===== config.mk =====
export PLATFORM = sky130hd
export DESIGN_NAME = xtea_key_regs_flat
export DESIGN_NICKNAME = d
export VERILOG_FILES = /design/src/rtl/xtea_block_cipher_macros.svh /design/src/rtl/xtea_pkg.sv /design/src/rtl/xtea_if.sv /design/src/rtl/xtea_key_regs.sv /design/src/flat_wrapper.sv
export SDC_FILE = /design/constraint.sdc
export NUM_CORES = 1
export LEC_CHECK = 0
export BUFFER_PORTS_ARGS = -buffer_cell sky130_fd_sc_hd__buf_2
export CAP_MARGIN = 5
export CORE_MARGIN = 2
export CORE_UTILIZATION = 55
export CTS_BUF_LIST = sky130_fd_sc_hd__clkbuf_8
export CTS_CLUSTER_DIAMETER = 100
export DETAILED_ROUTE_END_ITERATION = 16
export GPL_ROUTABILITY_DRIVEN = 0
export PLACE_DENSITY_LB_ADDON = 0.15
export RECOVER_POWER = 100
export SYNTH_ARGS = -nofsm -noshare
export SYNTH_HDL_FRONTEND = slang
export SYNTH_SLANG_ARGS = --single-unit

===== constraint.sdc =====
create_clock -name clk -period 2.3 [get_ports clk]
set_clock_uncertainty 0.1 [all_clocks]
set_input_delay 0.115 -clock clk [delete_from_list [all_inputs] [get_ports clk]]
set_output_delay 0.115 -clock clk [all_outputs]
set_load 0.05 [all_outputs]

===== src/rtl/xtea_block_cipher_macros.svh =====
// ---------------------------------------------------------------------------
// XTEA block cipher assertion macros
// Shared concurrent assertion forms for the cipher RTL.
// ---------------------------------------------------------------------------
`ifndef XTEA_BLOCK_CIPHER_MACROS_SVH
`define XTEA_BLOCK_CIPHER_MACROS_SVH

// Same-cycle implication, disabled while reset is applied
`define XTEA_ASSERT_IMP(label, clk, rst_n, ante, cons, msg) \
	label: assert property (@(posedge clk) disable iff (!rst_n) (ante) |-> (cons)) \
		else $error(msg);

// Next-cycle implication, disabled while reset is applied
`define XTEA_ASSERT_NEXT(label, clk, rst_n, ante, cons, msg) \
	label: assert property (@(posedge clk) disable iff (!rst_n) (ante) |=> (cons)) \
		else $error(msg);

`endif


===== src/rtl/xtea_pkg.sv =====
// ---------------------------------------------------------------------------
// XTEA package
// Constants, types and the round mixing function shared by the cipher RTL.
// ---------------------------------------------------------------------------
`default_nettype none

package xtea_pkg;

	localparam logic [31:0] XTEA_DELTA = 32'h9E3779B9;

	localparam logic OP_ENCRYPT = 1'b0;
	localparam logic OP_DECRYPT = 1'b1;

	typedef enum logic [1:0] {
		REG_KEY_WORD_0 = 2'd0,
		REG_KEY_WORD_1 = 2'd1,
		REG_KEY_WORD_2 = 2'd2,
		REG_KEY_WORD_3 = 2'd3
	} reg_idx_t;

	typedef logic [3:0][31:0] key_t;

	// Word handed from one cell to the next
	typedef struct packed {
		logic        opcode;
		logic [31:0] left;
		logic [31:0] right;
		logic [31:0] sum;
	} stage_t;

	function automatic logic [31:0] xtea_mix(input logic [31:0] x, input logic [31:0] sum,
		input logic [31:0] kword);
		logic [31:0] t;
		t = ((x << 4) ^ (x >> 5)) + x;
		return t ^ (sum + kword);
	endfunction

endpackage

`default_nettype wire


===== src/rtl/xtea_if.sv =====
// ---------------------------------------------------------------------------
// XTEA channel interfaces
// Valid/ready channels for input blocks, result blocks and key writes.
// ---------------------------------------------------------------------------
`default_nettype none


interface xtea_cfg_if;
	logic        valid;
	logic        ready;
	logic [1:0]  index;
	logic [31:0] data;

	modport source (output valid, output index, output data, input ready);
	modport sink (input valid, input index, input data, output ready);
endinterface

`default_nettype wire


===== src/rtl/xtea_key_regs.sv =====
// ---------------------------------------------------------------------------
// XTEA key registers
// Holds the four 32-bit key words written through the configuration channel.
// ---------------------------------------------------------------------------
`default_nettype none

module xtea_key_regs
	import xtea_pkg::*;
(
	input  wire logic  clk,
	input  wire logic  arst_n,
	xtea_cfg_if.sink   cfg,
	output key_t       key
);

	key_t key_q;

	assign cfg.ready = 1'b1;
	assign key = key_q;

	always_ff @(posedge clk or negedge arst_n) begin
		if (!arst_n) begin
			key_q <= '0;
		end else if (cfg.valid) begin
			case (reg_idx_t'(cfg.index))
				REG_KEY_WORD_0: key_q[0] <= cfg.data;
				REG_KEY_WORD_1: key_q[1] <= cfg.data;
				REG_KEY_WORD_2: key_q[2] <= cfg.data;
				REG_KEY_WORD_3: key_q[3] <= cfg.data;
				default: key_q <= key_q;
			endcase
		end
	end

endmodule

`default_nettype wire


===== src/flat_wrapper.sv =====
// flat-port wrapper written by rule: the top's interface ports become plain ports
module xtea_key_regs_flat import xtea_pkg::*;
  (clk, arst_n, key, cfg_valid, cfg_index, cfg_data, cfg_ready);
  xtea_cfg_if cfg_i ();
  input  wire logic clk;
  input  wire logic arst_n;
  output key_t key;
  input wire logic [$bits(cfg_i.valid)-1:0] cfg_valid;
  input wire logic [$bits(cfg_i.index)-1:0] cfg_index;
  input wire logic [$bits(cfg_i.data)-1:0] cfg_data;
  output wire logic [$bits(cfg_i.ready)-1:0] cfg_ready;
  assign cfg_i.valid = cfg_valid;
  assign cfg_i.index = cfg_index;
  assign cfg_i.data = cfg_data;
  assign cfg_ready = cfg_i.ready;
  xtea_key_regs u_core (.clk(clk), .arst_n(arst_n), .cfg(cfg_i), .key(key));
endmodule

# Word level (Yosys, flattened, before mapping)
# Cells that the tools add are included.
# totals
register_bits,128
inputBits,37
wordCells,12
# op_classes
n_eq_ne,3
n_reduce_logical,5
# ops
op,n
AND reduction 2 bit,4
"== test 2 bit, second input constant",2
"== test 2 x 1 -> 1 bit, second input constant",1
zero test 2 bit,1

# Depth between registers and ports, before layout
# Gate-level depths: netlist (run 1).
# logic_depth
depth_word,2
ltp_mapped,3
ltp_nobuf,2

# Worst setup path after synthesis (run 1)
# Ideal clock, no wire load.
# synth_timing
kind,input -> register
start,input cfg_index[1]
end,register u_core.key_q (netlist bit u_core.key[10])
arrival_time_ns,0.950
setup_slack_ns,1.126
stages,3
path_buffers,1
cell_sequence,nor3b_2 -> buf_4 -> mux2_2
# synth_between
elab_chain_cells,2
# synth_rtl
element,line_no,text
"start, declared",flat_wrapper.sv:9,input wire logic [$bits(cfg_i.index)-1:0] cfg_index;
zero test 2 bit,xtea_key_regs.sv:25,case (reg_idx_t'(cfg.index))
AND reduction 2 bit (no line),n/a,
"end signal, assigned",xtea_key_regs.sv:30,default: key_q <= key_q;
"end, declared",xtea_key_regs.sv:16,key_t key_q;
# Every way passes these cells.
# A chain may end at the register's enable or synchronous reset.

# Final worst setup path (run 1)
# layout_timing
start,register u_core.key_q (netlist bit u_core.key[25])
end,output key[25] (netlist bit)
# layout_lines
element,line_no,text
"end, declared",flat_wrapper.sv:7,output key_t key;
# No word-level cell between the ends.

==> impl_metrics.json, run 1 <==
{
  "status": "completed",
  "hold_path.class": "input port to asynchronous set/reset pin",
  "cap_viol_max_count": 0,
  "crit_fanout": 2,
  "drc": 0,
  "ir_drop_v": 0.000812,
  "drive_gt1_frac": 0.396,
  "slew_headroom": 0.353,
  "synth-simple-area-share": 0.00684,
  "power_density_nw_per_um2": 1200,
  "path_buf_inv": 1,
  "die-area_um2": 9410,
  "post-dp-hpwl_mm": 6.43,
  "clkSlewWorstSetupHoldPaths_ps": 70,
  "synth_warnings": 0,
  "routedWlPerCell_um": 17.5,
  "io_buffers": 164,
  "routed_wl_mm": 10.5,
  "power_leakage_nw": 2.73,
  "grt_overflow": 0,
  "syn_area_um2": 4760,
  "p_total_mw": 7.52,
  "reg2reg_slack_ps": 1410,
  "critical-path-top-delay-family": "buffers and inverters",
  "hold_ws_ps": 250,
  "final_nets": 519,
  "drt-initial-drc-count": 89,
  "criticalPathCategory": "register to primary output",
  "setup_violations": 0,
  "initial_utilization": 0.573,
  "r2r-start": "u_core.key[38]",
  "syn_area_per_cell_um2": 17.4,
  "final_cells": 600,
  "route.vias.total": 3094,
  "cts_buffers": 17,
  "numClockSinks": 128,
  "crit_path_cell_trace": "clkbuf_1",
  "synth-xor-area-share": 0,
  "rsz0062_at_grt": "no",
  "cp-end-kind": "primary output",
  "die_y_um": 97.0,
  "fin_crit_sh": 0.654,
  "worst_slack_ps": 796,
  "arrival_ps": 1290,
  "fmax_ghz": 0.665,
  "post-route-cell-area_um2": 6290,
  "synth_top_area_share": 0.674,
  "synth_fa_ha_area_frac": 0,
  "fin_crit_ps": 1500,
  "ant_nets": 0,
  "postCtsSetupRepairBufs": 0,
  "finalCoreUtilization": 0.758,
  "track_usage": 0.232,
  "crit_path_start_kind": "register",
  "die_w_um": 97.0,
  "grt_pass1_wl_mm": 16.9,
  "hold_violations": 0,
  "core-area_um2": 8300,
  "grt_pass1_vias": 3386,
  "dpl_cell_area_um2": 5700,
  "synth_cell_type_count": 9,
  "syn2layout_area_growth_pct": 32.3,
  "ios": 166,
  "rr_worst_depth": 1,
  "synth_seq_cells": 128,
  "cts_tree": "yes",
  "synth_top_family_by_area": "multiplexers",
  "grt_max_degree": 129,
  "syn_inst": 274,
  "synth_compound_area_frac": 0,
  "h-tree-depth": 4,
  "critPathRequiredTime_ps": 2090,
  "clockBufferDepth": 2,
  "max_stage_delay_ps": 520,
  "synth_seq_area_share": 0.674,
  "synth_fp_nets": 311,
  "netlist_top_cells_area": "dfrtp_1 67%, mux2_2 30%, buf_2 0.95%",
  "antenna_cells": 0,
  "drv_slew": 0,
  "synth_top_cell_by_area": "dfrtp_1",
  "muxShareOfSynthArea": 0.303,
  "firstDrtPassIters": 4,
  "worst_skew_pair.late_latency_ps": 430,
  "setup_tns_ps": 0,
  "cts_resized": 0,
  "antenna_found_initial": 0,
  "dp_cells": 535,
  "r2r_end": "u_core.key[38]",
  "num_rows": 33,
  "largest_reg_flops": 128,
  "slowest_stage": "clkbuf_1",
  "post-place-ws_ps": 818,
  "cts-root-buf": "clkbuf_8",
  "tightest_slew_ps": 971,
  "ctsHoldBuffers": 33,
  "viasPerCell": 5.16
}
==> cell type report <==
cell class                      count  area [um2]
Sequential cell                   128        3200
Multi-Input combinational cell    133        1490
Fill cell                         577        2010
Tap cell                          105         131
Clock buffer                       20         275
Clock inverter                     12         165
Timing Repair Buffer              202        1030
==> layout by cell type (no fill, tap or decap), drive strengths merged <==
| cell type | instances |
|---|---|
| clkbuf | 155 |
| dlygate4sd3 | 33 |
| nand3b | 2 |
| buf | 34 |
| nor3b | 1 |
| clkinv | 3 |
| dfrtp | 128 |
| clkinvlp | 3 |
| bufinv | 4 |
| nand3 | 1 |
| mux2 | 128 |
| conb | 1 |
| inv | 2 |
==> report_power, final <==
| part | internal, mW | switching, mW | leakage [nW] | total (mW) |
|---|---|---|---|---|
| Clock | 1.25 | 0.829 | 0.223 | 2.08 |
| Sequential | 2.68 | 0.226 | 1.51 | 2.90 |
| Combinational | 0.558 | 1.97 | 0.997 | 2.53 |
| Total | 4.49 | 3.03 | 2.73 | 7.52 |
==> synth_stat cells, drive strengths merged <==
| library cell | n |
|---|---|
| dfrtp | 128 |
| mux2 | 128 |
| buf | 13 |
| nand3b | 2 |
| conb | 1 |
| nand3 | 1 |
| nor3b | 1 |
==> kinds of logic (layout without fill, tap and decap cells) <==
| family | count (synthesis) | in the layout |
|---|---|---|
| buf+inv | 13 | 234 |
| flops | 128 | 128 |
| mux | 128 | 128 |
| other cells | 1 | 1 |
| simple gates | 4 | 4 |
==> layer usage <==
metal	vias up	GRT usage	share of wire
met2	114	0.380	0.50
li1	1393	-	-
met5	-	0	0
met3	16	0.0903	0.074
met4	0	0.101	0.015
met1	1571	0.273	0.41
==> worst max-delay path by stage <==
stage | startpoint | end | cells past startpoint
after global routing | u_core.key[27] | key[27] | 1
final | u_core.key[25] | key[25] | 1
after floorplan | cfg_index[1] | u_core.key[10] | 3
after detailed placement | cfg_index[1] | u_core.key[8] | 4
after global placement | cfg_index[1] | u_core.key[10] | 4
after CTS | u_core.key[96] | key[96] | 1
Power figures use the tool's default switching activity.
==> run 2, diff against run 1 <==
--- a/config.mk
+++ b/config.mk
@@ -8,7 +8,7 @@
 export BUFFER_PORTS_ARGS = -buffer_cell sky130_fd_sc_hd__buf_2
 export CAP_MARGIN = 5
 export CORE_MARGIN = 2
-export CORE_UTILIZATION = 55
+export CORE_UTILIZATION = 51
 export CTS_BUF_LIST = sky130_fd_sc_hd__clkbuf_8
 export CTS_CLUSTER_DIAMETER = 100
 export DETAILED_ROUTE_END_ITERATION = 16
==> constraint.sdc (replaced) <==
create_clock -name clk -period 1.4 [get_ports clk]
set_clock_uncertainty 0.1 [all_clocks]
set_input_delay 0.07 -clock clk [delete_from_list [all_inputs] [get_ports clk]]
set_output_delay 0.07 -clock clk [all_outputs]
set_load 0.05 [all_outputs]
==> run 2 against run 1 <==
  * Flip-flop and latch count did not move
  * Count of clock-buffer cells in the layout fell by 3
  * Combinational power rose by 72%
  * Setup slack got worse by 650 ps
  * Power rose by 68%
  * Clock power rose by 70%
==> impl_metrics.json, run 2 (synthesized netlist as in run 1, its figures left out) <==
{
  "status": "completed",
  "max_stage_delay_ps": 380,
  "antenna_found_initial": 0,
  "grt_overflow": 0,
  "setup_violations": 0,
  "drc": 0,
  "firstDrtPassIters": 4,
  "p_total_mw": 12.7,
  "power_leakage_nw": 3.16,
  "cp-end-kind": "primary output",
  "initial_utilization": 0.520,
  "ant_nets": 0,
  "fin_crit_sh": 0.895,
  "hold_path.class": "input port to asynchronous set/reset pin",
  "post-dp-hpwl_mm": 6.75,
  "num_rows": 35,
  "r2r-start": "u_core.key[101]",
  "cap_viol_max_count": 0,
  "path_buf_inv": 1,
  "largest_reg_flops": 128,
  "antenna_cells": 0,
  "track_usage": 0.227,
  "postCtsSetupRepairBufs": 0,
  "grt_pass1_wl_mm": 17.1,
  "viasPerCell": 5.07,
  "final_nets": 524,
  "tightest_slew_ps": 858,
  "cts_buffers": 17,
  "criticalPathCategory": "register to primary output",
  "die_y_um": 101,
  "drv_slew": 0,
  "fmax_ghz": 0.798,
  "grt_pass1_vias": 3326,
  "crit_fanout": 2,
  "cts_tree": "yes",
  "setup_tns_ps": 0,
  "reg2reg_slack_ps": 470,
  "dp_cells": 543,
  "fin_crit_ps": 1250,
  "fillers": 638,
  "rr_worst_depth": 1,
  "ir_drop_v": 0.000996,
  "cts-root-buf": "clkbuf_8",
  "route.vias.total": 3095,
  "critPathRequiredTime_ps": 1230,
  "rsz0062_at_grt": "no",
  "crit_path_cell_trace": "clkbuf_2",
  "die-area_um2": 10100,
  "h-tree-depth": 4,
  "hold_violations": 0,
  "worst_skew_pair.late_latency_ps": 420,
  "final_cells": 611,
  "slew_headroom": 0.428,
  "routed_wl_mm": 10.6,
  "power_density_nw_per_um2": 1930,
  "slowest_stage": "dfrtp_1",
  "multi_input_area_um2": 1480,
  "grt_max_degree": 42,
  "startpoint": "u_core.key[29]",
  "critical-path-top-delay-family": "flip-flops",
  "clkSlewWorstSetupHoldPaths_ps": 80,
  "ff_latch_area_um2": 3200,
  "die_w_um": 101,
  "drive_gt1_frac": 0.652,
  "syn2layout_area_growth_pct": 37.7,
  "r2r_end": "u_core.key[101]",
  "drt-initial-drc-count": 44,
  "layout_commonest_cell": "clkbuf_2",
  "arrival_ps": 1080,
  "cp.depth": 1,
  "crit_path_start_kind": "register",
  "core-area_um2": 9150,
  "clockBufferDepth": 2,
  "io_buffers": 164,
  "ios": 166,
  "crit_path_end": "key[29]",
  "layout_common_cells": "129 x clkbuf_2, 128 x dfrtp_1, 125 x mux2_2, 35 x dlygate4sd3_1, 35 x buf_2",
  "routedWlPerCell_um": 17.4,
  "numClockSinks": 128
}
==> run 2: cell count changes in the layout (fill, tap and decap cells not counted), sizes merged <==
cell	delta
bufinv	+1
dlygate4sd3	+2
buf	+6
clkinv	+2
clkbuf	-6
==> run 2: timing repair <==
item                                   CTS  global route
setup endpoints to repair                0            13
hold buffers                            36             0
gates resized for setup                  0             1
endpoints found under the hold margin  256             0
==> run 2: final cells by class <==
type                    instances  share of cell area
clock buffers                  17              0.0357
clock inverters                15              0.0336
flip-flops and latches        128               0.489
multi-input cells             133               0.226
repair buffers                207               0.195
well taps                     111              0.0212
==> run 2: metrics by stage <==
step           instance area [um2]  setup slack (ps)  hold WS [ps]  utilization
3_3_place_gp                  5790               142         -82.3        0.633
4_1_cts                       6610              30.5           114        0.722
6_report                      6550               148           120        0.715
5_1_grt                       6550              76.3           121        0.715
2_1_floorplan                 4760               271          -326            -
3_5_place_dp                  5790              88.8         -77.1        0.633
==> run 2: how the worst min path moves through the flow <==
stage	startpoint	end	cells after the start
floorplan	arst_n	u_core.key[0]	0
CTS	arst_n	u_core.key[26]	3
detailed placement	arst_n	u_core.key[100]	1
global placement	arst_n	u_core.key[100]	1
global route	arst_n	u_core.key[52]	3
finish	arst_n	u_core.key[52]	3
==> run 2: metal layers <==
layer / GRT usage / part of all wire / up-vias / wire [um]
li1: - / - / 1401 / -
met1: 0.273 / 0.41 / 1582 / 4410
met2: 0.382 / 0.52 / 106 / 5500
met3: 0.0784 / 0.060 / 6 / 640
met4: 0.0801 / 0.0073 / 0 / 78
met5: 0 / 0 / - / 0
==> run 2: power by group <==
group	leakage [nW]	internal [mW]	switching, mW
registers	1.51	4.40	0.373
clock network	0.224	2.11	1.43
logic	1.42	1.11	3.23
