## src/rtl/xtea_block_cipher_macros.svh

```systemverilog
// ---------------------------------------------------------------------------
// XTEA block cipher assertion macros
// Shared concurrent assertion forms for the cipher RTL.
// ---------------------------------------------------------------------------
`ifndef XTEA_BLOCK_CIPHER_MACROS_SVH
`define XTEA_BLOCK_CIPHER_MACROS_SVH

// Same-cycle implication, disabled while reset is applied
`define XTEA_ASSERT_IMP(label, clk, rst_n, ante, cons, msg) \
	label: assert property (@(posedge clk) disable iff (!rst_n) (ante) |-> (cons)) \
		else $error(msg);

// Next-cycle implication, disabled while reset is applied
`define XTEA_ASSERT_NEXT(label, clk, rst_n, ante, cons, msg) \
	label: assert property (@(posedge clk) disable iff (!rst_n) (ante) |=> (cons)) \
		else $error(msg);

`endif

```

## src/rtl/xtea_pkg.sv

```systemverilog
// ---------------------------------------------------------------------------
// XTEA package
// Constants, types and the round mixing function shared by the cipher RTL.
// ---------------------------------------------------------------------------
`default_nettype none

package xtea_pkg;

	localparam logic [31:0] XTEA_DELTA = 32'h9E3779B9;

	localparam logic OP_ENCRYPT = 1'b0;
	localparam logic OP_DECRYPT = 1'b1;

	typedef enum logic [1:0] {
		REG_KEY_WORD_0 = 2'd0,
		REG_KEY_WORD_1 = 2'd1,
		REG_KEY_WORD_2 = 2'd2,
		REG_KEY_WORD_3 = 2'd3
	} reg_idx_t;

	typedef logic [3:0][31:0] key_t;

	// Word handed from one cell to the next
	typedef struct packed {
		logic        opcode;
		logic [31:0] left;
		logic [31:0] right;
		logic [31:0] sum;
	} stage_t;

	function automatic logic [31:0] xtea_mix(input logic [31:0] x, input logic [31:0] sum,
		input logic [31:0] kword);
		logic [31:0] t;
		t = ((x << 4) ^ (x >> 5)) + x;
		return t ^ (sum + kword);
	endfunction

endpackage

`default_nettype wire

```

## src/rtl/xtea_cell.sv

```systemverilog
// ---------------------------------------------------------------------------
// XTEA half-round cell
// One Feistel half-round with its own pipeline register and handshake.
// ---------------------------------------------------------------------------
`default_nettype none

module xtea_cell
	import xtea_pkg::*;
#(
	parameter bit FIRST = 1'b1
) (
	input  wire logic   clk,
	input  wire logic   arst_n,
	input  wire key_t   key,
	input  wire logic   in_valid,
	output logic        in_ready,
	input  wire stage_t in_data,
	output logic        out_valid,
	input  wire logic   out_ready,
	output stage_t      out_data
);

	logic        valid_s1;
	stage_t      data_s1;
	stage_t      next_data;
	logic        upd_y;
	logic [1:0]  ksel;
	logic [31:0] src;
	logic [31:0] tgt;
	logic [31:0] tgt_n;
	logic [31:0] mixed;

	// Left word always keys off sum[1:0], right word off sum[12:11]; the
	// direction swaps which half is updated first and whether mix and delta are added or subtracted.
	always_comb begin
		upd_y = ((in_data.opcode == OP_ENCRYPT) == FIRST);
		src   = upd_y ? in_data.right : in_data.left;
		tgt   = upd_y ? in_data.left : in_data.right;
		ksel  = upd_y ? in_data.sum[1:0] : in_data.sum[12:11];
		mixed = xtea_mix(src, in_data.sum, key[ksel]);
		tgt_n = (in_data.opcode == OP_ENCRYPT) ? tgt + mixed : tgt - mixed;

		next_data = in_data;
		if (upd_y) begin
			next_data.left = tgt_n;
		end else begin
			next_data.right = tgt_n;
		end
		if (FIRST) begin
			next_data.sum = (in_data.opcode == OP_ENCRYPT) ? in_data.sum + XTEA_DELTA
				: in_data.sum - XTEA_DELTA;
		end
	end

	// Advance when empty or when the neighbor takes the held word
	assign in_ready  = !valid_s1 || out_ready;
	assign out_valid = valid_s1;
	assign out_data  = data_s1;

	always_ff @(posedge clk or negedge arst_n) begin
		if (!arst_n) begin
			valid_s1 <= 1'b0;
		end else if (in_ready) begin
			valid_s1 <= in_valid;
		end
	end

	always_ff @(posedge clk) begin
		if (in_ready && in_valid) begin
			data_s1 <= next_data;
		end
	end

endmodule

`default_nettype wire

```

## config.mk

```make
export PLATFORM = sky130hd
export DESIGN_NAME = xtea_cell
export DESIGN_NICKNAME = d
export VERILOG_FILES = /design/src/rtl/xtea_block_cipher_macros.svh /design/src/rtl/xtea_pkg.sv /design/src/rtl/xtea_cell.sv
export SDC_FILE = /design/constraint.sdc
export NUM_CORES = 1
export LEC_CHECK = 0
export BUFFER_PORTS_ARGS = -buffer_cell sky130_fd_sc_hd__buf_2
export CORE_MARGIN = 2
export CORE_UTILIZATION = 45
export CTS_CLUSTER_SIZE = 8
export DETAILED_ROUTE_END_ITERATION = 8
export HOLD_SLACK_MARGIN = 0.03
export PLACE_DENSITY = 0.7
export SLEW_MARGIN = 20
export SYNTH_ARGS = -nofsm -noshare
export SYNTH_HDL_FRONTEND = slang
export SYNTH_SLANG_ARGS = --single-unit
```

## constraint.sdc

```tcl
create_clock -name clk -period 4 [get_ports clk]
set_clock_uncertainty 0.2 [all_clocks]
set_input_delay 0.2 -clock clk [delete_from_list [all_inputs] [get_ports clk]]
set_output_delay 0.2 -clock clk [all_outputs]
set_load 0.01 [all_outputs]
```

Word-level counts from Yosys, hierarchy flattened:

Cells that the tools add are included.

* register bits after elaboration: 98
* output and inout bits: 99
* bits of input ports: 229

* mux-type cells: 9
* bitwise operators: 2
* add/subtract/negate cells: 6
* magnitude comparators: 1
* reductions and logical operators: 3

Operator list (number)
* $mux W32: 7
* $add A32 B32 Y32: 3
* $bmux W32 S2: 1
* $add A32 B32 Y32 const B: 1
* $sub A32 B32 Y32: 1
* $sub A32 B32 Y32 const B: 1
* $xor A32 B27 Y32: 1
* $xor A32 B32 Y32: 1
* $lt A2 B3 Y1 const B: 1
* $mux W2: 1
* $logic_and A1 B1 Y1: 1
* $logic_not A1 Y1: 1
* $logic_or A1 B1 Y1: 1

Depth between registers and ports, before layout:

Gate-level depths: netlist of the first run.

* depth after elaboration: 8
* gate-level depth with buffers: 32
* mapped depth without buffers: 30

Worst setup path after synthesis of the first run:

Ideal clock, no wire load.

* kind: input-to-reg
* from: in in_data[96] (netlist bit)
* to: reg data_s1 (netlist bit out_data[95]), data pin
* buffers on the path: 1
* data arrival time: 6433 ps
* path slack: -2899 ps
* stages on the path: 27
* cells stage by stage: mux2i_1 clkbuf_1 mux4_2 ha_1 a211o_1 a21oi_1 nor2b_1 o221ai_2 a31oi_1 xnor3_1 and4bb_1 nand4_1 o31a_1 xnor2_1 ha_1 nand2_1 o21ai_0 a21oi_1 nor2b_1 o21ai_0 a31oi_1 nand3_1 a311o_1 xor2_1 xnor2_1 xnor2_1 o21ai_1

RTL lines
* start: declaration: line xtea_cell.sv:17 `input wire stage_t in_data,`
* end signal: assignment: line xtea_cell.sv:70 `data_s1 <= next_data;`
* end: declaration: line xtea_cell.sv:24 `stage_t data_s1;`

==> results of run 1 <==
[worst min path at each step]
stage               cells past startpoint      endpoint
global placement                        1     out_valid
CTS                                     4  out_data[95]
global route                            3  out_data[63]
finish                                  3  out_data[63]
floorplan                               0     out_valid
detailed placement                      1     out_valid
[through the flow]
| stage | instance area, um^2 | setup TNS [ns] | total power [mW] | util |
|---|---|---|---|---|
| final | 19900 | -76.19 | 13.6 | 0.743 |
| after global routing | 19900 | -87.60 | 14.4 | 0.743 |
| after CTS | 19200 | -66.07 | 11.9 | 0.717 |
| after detailed placement | 17600 | -103.24 | 9.94 | 0.656 |
| after global placement | 17600 | -96.30 | 9.74 | 0.656 |
| after floorplan | 12600 | -55.85 | 6.57 | - |
[layout make-up]
class	instances	area [um^2]
fillers	1836	6890
flip-flops and latches	98	2940
well taps	341	427
clock inverters	7	61.3
clock buffers	9	225
multi-input cells	1177	10400
inverters	47	181
repair buffers	817	5660
[critical path: cells and delay by family]
kind / cells / cell delay (ns)
adders and majority gates: 2 / 0.57
muxes: 3 / 1.12
AOI/OAI and AO/OA: 8 / 1.59
and+or+nand+nor: 8 / 1.31
buffers and inverters: 3 / 0.41
xor gates and xnor gates: 4 / 0.85
[power by group through the flow]
| stage | Clock [mW] | Sequential (mW) | Combinational (mW) |
|---|---|---|---|
| final | 0.935 | 1.63 | 11.1 |
| after global routing | 0.974 | 1.66 | 11.7 |
| after CTS | 0.944 | 1.63 | 9.34 |
| after detailed placement | 0 | 1.65 | 8.29 |
| after global placement | 0 | 1.65 | 8.09 |
| after floorplan | 0 | 1.81 | 4.76 |
[cell usage after synthesis (6+ instances only)]
cell type / count
a211oi_1: 9
a21o_1: 55
a21oi_1: 122
a31oi_1: 12
and2_1: 14
and3_1: 10
clkbuf_1: 29
edfxtp_1: 97
ha_1: 130
inv_1: 46
mux2_2: 37
mux4_2: 32
nand2_1: 129
nand2b_1: 17
nand3_1: 17
nand4_1: 16
nor2_1: 92
nor2b_1: 30
nor3_1: 20
nor4_1: 6
o211ai_1: 6
o21a_1: 15
o21ai_0: 98
o21bai_1: 28
o31ai_1: 6
xnor2_1: 135
xor2_1: 61
[per-layer routing]
metal  track usage  up-vias
met3        0.0260      121
met1         0.382     6522
met4        0.0847        0
met2         0.497      644
li1              -     6607
met5             0        -
[cells by family after synthesis]
| group | share of synthesized area |
|---|---|
| compound gates | 0.206 |
| simple gates | 0.145 |
| xor+xnor | 0.147 |
| fa+ha+maj | 0.140 |
| flops | 0.240 |
| buf+inv | 0.0249 |
| mux | 0.0964 |
[flip-flops by register name, indices dropped and copies added, names as in the netlist]
name and cells:
out_data 97, out_valid 1
[what timing repair did]
| item | in CTS | in global routing |
|---|---|---|
| setup endpoints to repair | 59 | 60 |
| buffers inserted | 31 | 20 |
| hold buffers | 48 | 0 |
| endpoints found under the hold margin | 46 | 0 |
| resized for setup | 119 | 132 |
| cloned | 1 | 0 |
| pin swaps | 88 | 80 |
==> results.md, run 1 <==
- For the worst flop-to-flop path, the logic depth is 3.
- The worst hold-check slack is 0.0635 ns.
- Power spread over the standard cell area amounts to 684 nW/um^2.
- The sink count of the clock tree is 98.
- The floorplan step defined a die boundary enclosing 28500 um^2.
- For this design the static power due to leakage is 9.18 nW.
- After clock tree synthesis, the clock-pin slew on the worst setup and hold paths is roughly 0.08 ns.
- The first global-routing pass estimated 66.1 mm of wire.
- The launching element type of the critical path is an input pin.
- The top-area cell type share of the netlist area is 0.238.
- The startpoint identified for the worst hold timing path is in_data[63].
- TritonCTS built the clock tree.
- Buffers placed on the I/O ports in this run total 327.
- Yosys mapped the design onto 72 distinct sky130hd cell types.
- The congestion estimate from routability-driven global placement came to 0.902.
- From left edge to right edge, the die measures 169 um.
- The count of nets left with antenna violations once routing finished came out at 0.
- The most critical setup path has its startpoint at in_data[96].
- The flow ran to the end, but the final reports show violations.
- The combinational share of power is 0.812.
- The initial antenna violation count was 0.
- After layout, the worst setup slack is -2.13 ns.
- The final instance count without filler cells is 2496.
- The leading area contributor after synthesis is edfxtp_1.
- From synthesis to final layout, the design area changed by 63.0%.
- The async set-or-reset flop fraction in the synthesized netlist is 0.0102.
- The starting density of the core is 0.456.
- The share of layout cells above drive strength 1 is 0.501.
- For this run, design rule violations remaining after detail routing come to 0.
- The top layer used by detailed routing is met4.
- The clock tree synthesis step divided the H-tree into 3 levels.
- The tool flagged a number of max-cap violations equal to 0.
- Setup repair after global routing could not meet its margin everywhere.
- Of the synthesized area, sequential elements account for 0.240.
- The routed wire length on met3 is 2.86 mm.
- The critical path in this run is classified as input pin to flip-flop.
- Of the total power, registers draw 0.120.
- After detailed routing, the average wire length per cell comes to between 15 and 20 um.
- Wires add up to 45.3 mm.
- In this run the critical register-to-register path is captured at out_data[77].
- The maximum root-to-sink buffer count is 2.
- Clock tree synthesis selected as its root buffer the cell clkbuf_16.
- The row count is 60.
- The detailed router put a total of about 19 mm of wire on met1.
- Entering global routing, the biggest net connects 41 pins.
- The start of the worst register-to-register path is out_valid.
- The final reports fail on setup timing.
- The number of global-route vias before repair is 13600.
- The most common cell after layout, fill and taps aside is buf_4.
- OpenSTA, run right after detailed placement, puts the worst setup slack at -2.71 ns.
- The net count of the finished layout is 2513.
- In this run the power spent charging and discharging nets is ~6.1 mW.
- In the global route stage, overall resource usage came out at 0.287.
- For the worst setup path, the data required time is roughly 4 ns.
- Cell internal power was estimated by the tool at ~7.6 mW.
- The most instantiated flip-flop cell in the synthesis netlist is edfxtp_1.
- The via density per instance is roughly 5.6.
- Synthesis produced a netlist whose cell count is 1356.
- The number of pins exceeding their max-slew limit in the final report came to 0.
- The sum of overflow across all layers after global routing is 0.
- The synthesized design contains 98 register bits.
- Measured against its own limit, the worst slew margin works out to 0.663.
- The later-pin clock latency in the skew report is 0.37 ns.
- The synthesized area per cell is 9.01 um^2.
- The I/O pin total is 328.
- The synthesized netlist net count is 1719.
- 0 antenna diodes ended up in the layout.
- Of the total power, the clock network draws 0.069.
- In this run the cell area of the synthesized design comes to 12200 um^2.
- The final number of setup-violating endpoints is 55.
- The Yosys step of the flow raised 0 warnings.
- Summed over all nets, wire length on met2 after detailed routing comes to around 22 mm.
- The final hold violation count is 0.
- At the pin with the least slew margin, the transition time is 0.505 ns.
- After layout, the minimum clock period comes to 6.13 ns.
- The total via count in the routed design is 13900.
- Along the worst path, the maximum fanout reaches 7.
- The HPWL after detailed placement is 32.4 mm.
- The worst path arrival time is 6.05 ns.
- For this run, the slowest stage of the critical path takes 0.54 ns.
- The worst IR drop on VDD is approximately 0.00042 V.
- The floorplan step defined a core boundary enclosing 26800 um^2.
- The critical-path cell with the highest stage delay is mux4_2.
- The number of synthesized flops with an enable pin is 97.
- The tightest min-delay check is of the input pin to flip-flop type.
- The pre-antenna-repair detailed-routing pass consisted of 5 iterations.
- The maximum achievable frequency is about 160 MHz.
- The number of buffers created by CTS is 9.
- In the finished design, the share of the clock period the worst path needs comes to 1.53.
- The number of placed instances, taps included is 2391.
- STA classifies the critical path endpoint as a flip-flop.
- The setup slack on the worst flop-to-flop path is 1.99 ns.
- The switching share of power is 0.446.
- The die height is 169 um.
- In the layout the commonest cells are 411 x buf_4, 326 x buf_2, 119 x nand2_1.
- The number of DRC markers in iteration 0 is 1065.
- Ranked by total cell area, the synthesized netlist is headed by edfxtp_1 24%, ha_1 13%, xnor2_1 9.7%.
- The worst setup path endpoint is out_data[63].
No activity file was read; power rests on OpenSTA's default activity.
==> run 2, diff against run 1 <==
clock period = 6.4 ns   (was 4 ns; I/O delays follow)
==> run 2 against run 1 <==
Against the previous run: the flow now finishes without violations; first-iteration DRC count is 23% lower; register-to-register slack better by 2.1 ns; cell count is 5.4% lower; combinational power is 51% lower; worst setup slack better by 2.3 ns; utilization is 8.1 points lower; design area is 11% lower; non-clock buffer count is 135 lower; critical endpoint unchanged; largest cell class unchanged.
==> results.md, run 2 (same netlist as run 1, synthesis figures left out) <==
- The run finished with clean final reports.
- The count of nets left with antenna violations after detail routing is 0.
- Setup repair after global routing could not meet its margin everywhere.
- The post-layout total power is 6.98 mW.
- The largest fanout on the critical path is 10.
- The number of flip-flops in the largest register is 97.
- The clock passes through at most 2 buffers.
- The share of layout cells above drive strength 1 is 0.434.
- The critical-path cell with the highest stage delay is xnor3_1.
- The number of buffers added on ports is about 330.
- Setup violations remaining at the end of the flow were counted as 0.
- The final hold violation count was 0.
- The finished cells cover 17800 um^2.
- Routability-driven placement finished with a final weighted congestion of 0.879.
- The critical path is of the input pin to flip-flop type.
- The worst-margin pin slew is roughly 0.71 ns.
- In this run the power density over the cells is 393 nW/um^2.
- The final route contains 12600 vias.
- The tree built by TritonCTS fans out to 98 sinks.
- The floorplan has 60 rows.
- The clock network fraction of total power is 0.082.
- The area of placed instances is ~17000 um^2.
- Clock latency on the worst-skew pair, taken at its later pin, is roughly 0.35 ns.
- The cell internal power dissipation is 4.00 mW.
- For this block, the routed nets add up to 39.1 mm of wire.
- On the worst path, the slowest cell contributes a delay of 0.42 ns.
- CTS built an H-tree with a depth of 3.
- The standard cell core area is 26800 um^2.
- The cell sitting at the root of the clock tree is a clkbuf_16.
- The library cell used most frequently in the layout, excluding fill and tap cells, is buf_4.
- Of the total power, registers draw 0.146.
- The synthesis-to-finish area growth is 45.3%.
- The post-detailed-route DRC marker count is 0.
- The floorplan die area is ~28000 um^2.
- The number of global-route vias before repair is between 10000 and 15000.
- Of the total power, combinational logic draws 0.772.
- The number of DRC markers in iteration 0 is approximately 820.
- In this run the power spent charging and discharging nets is 2.98 mW.
- The detailed router used layers up to and including met4.
- The repair_antennas step left the layout with diodes totalling 0.
- The fill cell total of the finished layout is roughly 2300.
- The cell count of the worst reg-to-reg path is 3.
- The final setup slack of the worst path is 0.139 ns.
- The initial antenna violation count came to 0.
- The first-pass GRT wire length is 60.7 mm.
- The wire-length estimate of the detail-placed layout is 32.0 mm.
- Measured against its own limit, the worst slew margin works out to 0.521.
- The number of maximum-capacitance violations is 0.
- The sum of overflow across all layers after global routing is 0.
- The data required time of the worst path is between 6 and 7 ns.
- STA classifies the critical path startpoint as an input pin.
- The type of the tightest min-delay check is input pin to async pin.
- In this run, CTS created clock tree buffers numbering 9.
- In the detailed route, the total length drawn on met3 is 1.80 mm.
- Clock-pin slew was measured on the worst setup and hold paths at 0.10 ns.
- The detailed-router iteration count before antenna repair is 5.
- The share of the clock period used by the worst path is 0.978.
- Entering global routing, the biggest net connects 55 pins.
- The worst register-to-register path ends at out_data[8].
- The total routing resource utilization after global routing is 0.264.
- The die height is 169 um.
- The start of the worst register-to-register path is out_valid.
- In the layout the commonest cells are 346 x buf_4, 326 x buf_2, 124 x nand2_1.
- TritonCTS built the clock tree.
- The setup slack on the worst flop-to-flop path is around 4.1 ns.
- Detailed routing placed a total of roughly 18 mm of wire on met2.
- IR analysis of the VDD net gives a maximum drop of 0.000201 V.
- The maximum achievable frequency is 160 MHz.
- For this configuration, the core starts out at a cell density of 0.456.
- In this run the static leakage power is 8.32 nW.
- The critical path capture point type is a flip-flop.
- STA puts the critical path data arrival time at 6.20 ns.
- The detailed-route wire length per cell is 16.6 um.
- The minimum clock period after layout is 6.26 ns.
- OpenSTA, run right after detailed placement, puts the worst setup slack at -0.641 ns.
- The via density per instance is 5.34.
- The final-stage net count is 2378.
- The met1 wire length is between 15 and 20 mm.
- During I/O placement, the number of pins put on the boundary was about 330.
- The die is 169 um wide.
- The cell type with the highest occurrence count on the critical path is o21ai_2.
- The switching share of power is 0.427.
- The number of pins exceeding their max-slew limit in the final report came to 0.
-- run 2: changes by cell type in the layout (fill, tap and decap cells not counted), sizes merged --
cell         previous run  this run
buf                   768       680
bufbuf                  1         0
clkinv                  6         5
dlygate4sd3            48         2
inv                    48        49
-- run 2: per-layer routing --
layer	global-route usage	vias up
met3	0.0290	40
li1	-	6343
met4	0.0701	0
met2	0.437	398
met5	0	-
met1	0.368	5832
-- run 2: power groups by stage --
stage	Combinational, mW	Clock (mW)	Sequential [mW]
2_1_floorplan	2.74	0	1.13
3_3_place_gp	4.76	0	1.03
3_5_place_dp	4.85	0	1.04
4_1_cts	4.96	0.583	1.02
5_1_grt	5.89	0.601	1.04
6_report	5.39	0.571	1.02
-- run 2: worst max-delay path by stage --
stage,start,to
finish,in_data[96],out_data[63]
global placement,in_data[96],out_data[95]
detailed placement,in_data[96],out_data[94]
floorplan,in_data[96],out_data[94]
global route,in_data[96],out_data[95]
CTS,in_data[96],out_data[95]
-- run 2: worst max-delay path: cells and delay by family --
kind                       cells  cell delay, ns
AOI/OAI and AO/OA             10            1.68
buffers and inverters          4            0.61
adders and majority gates      2            0.59
and+or+nand+nor                6            1.13
muxes                          2            0.65
xor gates and xnor gates       5            1.19
-- run 2: repair_timing --
action,in CTS,in global routing
setup buffers,10,16
hold endpoints to repair,2,0
gates resized for setup,21,107
pin swaps,10,55
hold buffers,2,0
setup endpoints to repair,9,25
-- run 2: layout make-up --
class / instances / area, um^2 / area share
Multi-Input combinational cell: 1177 / 9560 / 0.538
Timing Repair Buffer: 682 / 4370 / 0.246
Sequential cell: 98 / 2940 / 0.166
Tap cell: 341 / 427 / 0.0240
Clock buffer: 9 / 225 / 0.0127
Inverter: 47 / 179 / 0.0101
Clock inverter: 7 / 61.3 / 0.00345
-- run 2: metrics by stage --
step / instances / hold slack (ns) / TNS, ns / util
finish: 2361 / 0.0683 / 0 / 0.662
global route: 2361 / 0.0852 / -0.443 / 0.662
CTS: 2347 / 0.0601 / 0 / 0.641
detailed placement: 2319 / -0.0948 / -6.80 / 0.623
global placement: 2319 / -0.0958 / -4.61 / 0.623
floorplan: 1356 / -0.176 / 0 / -
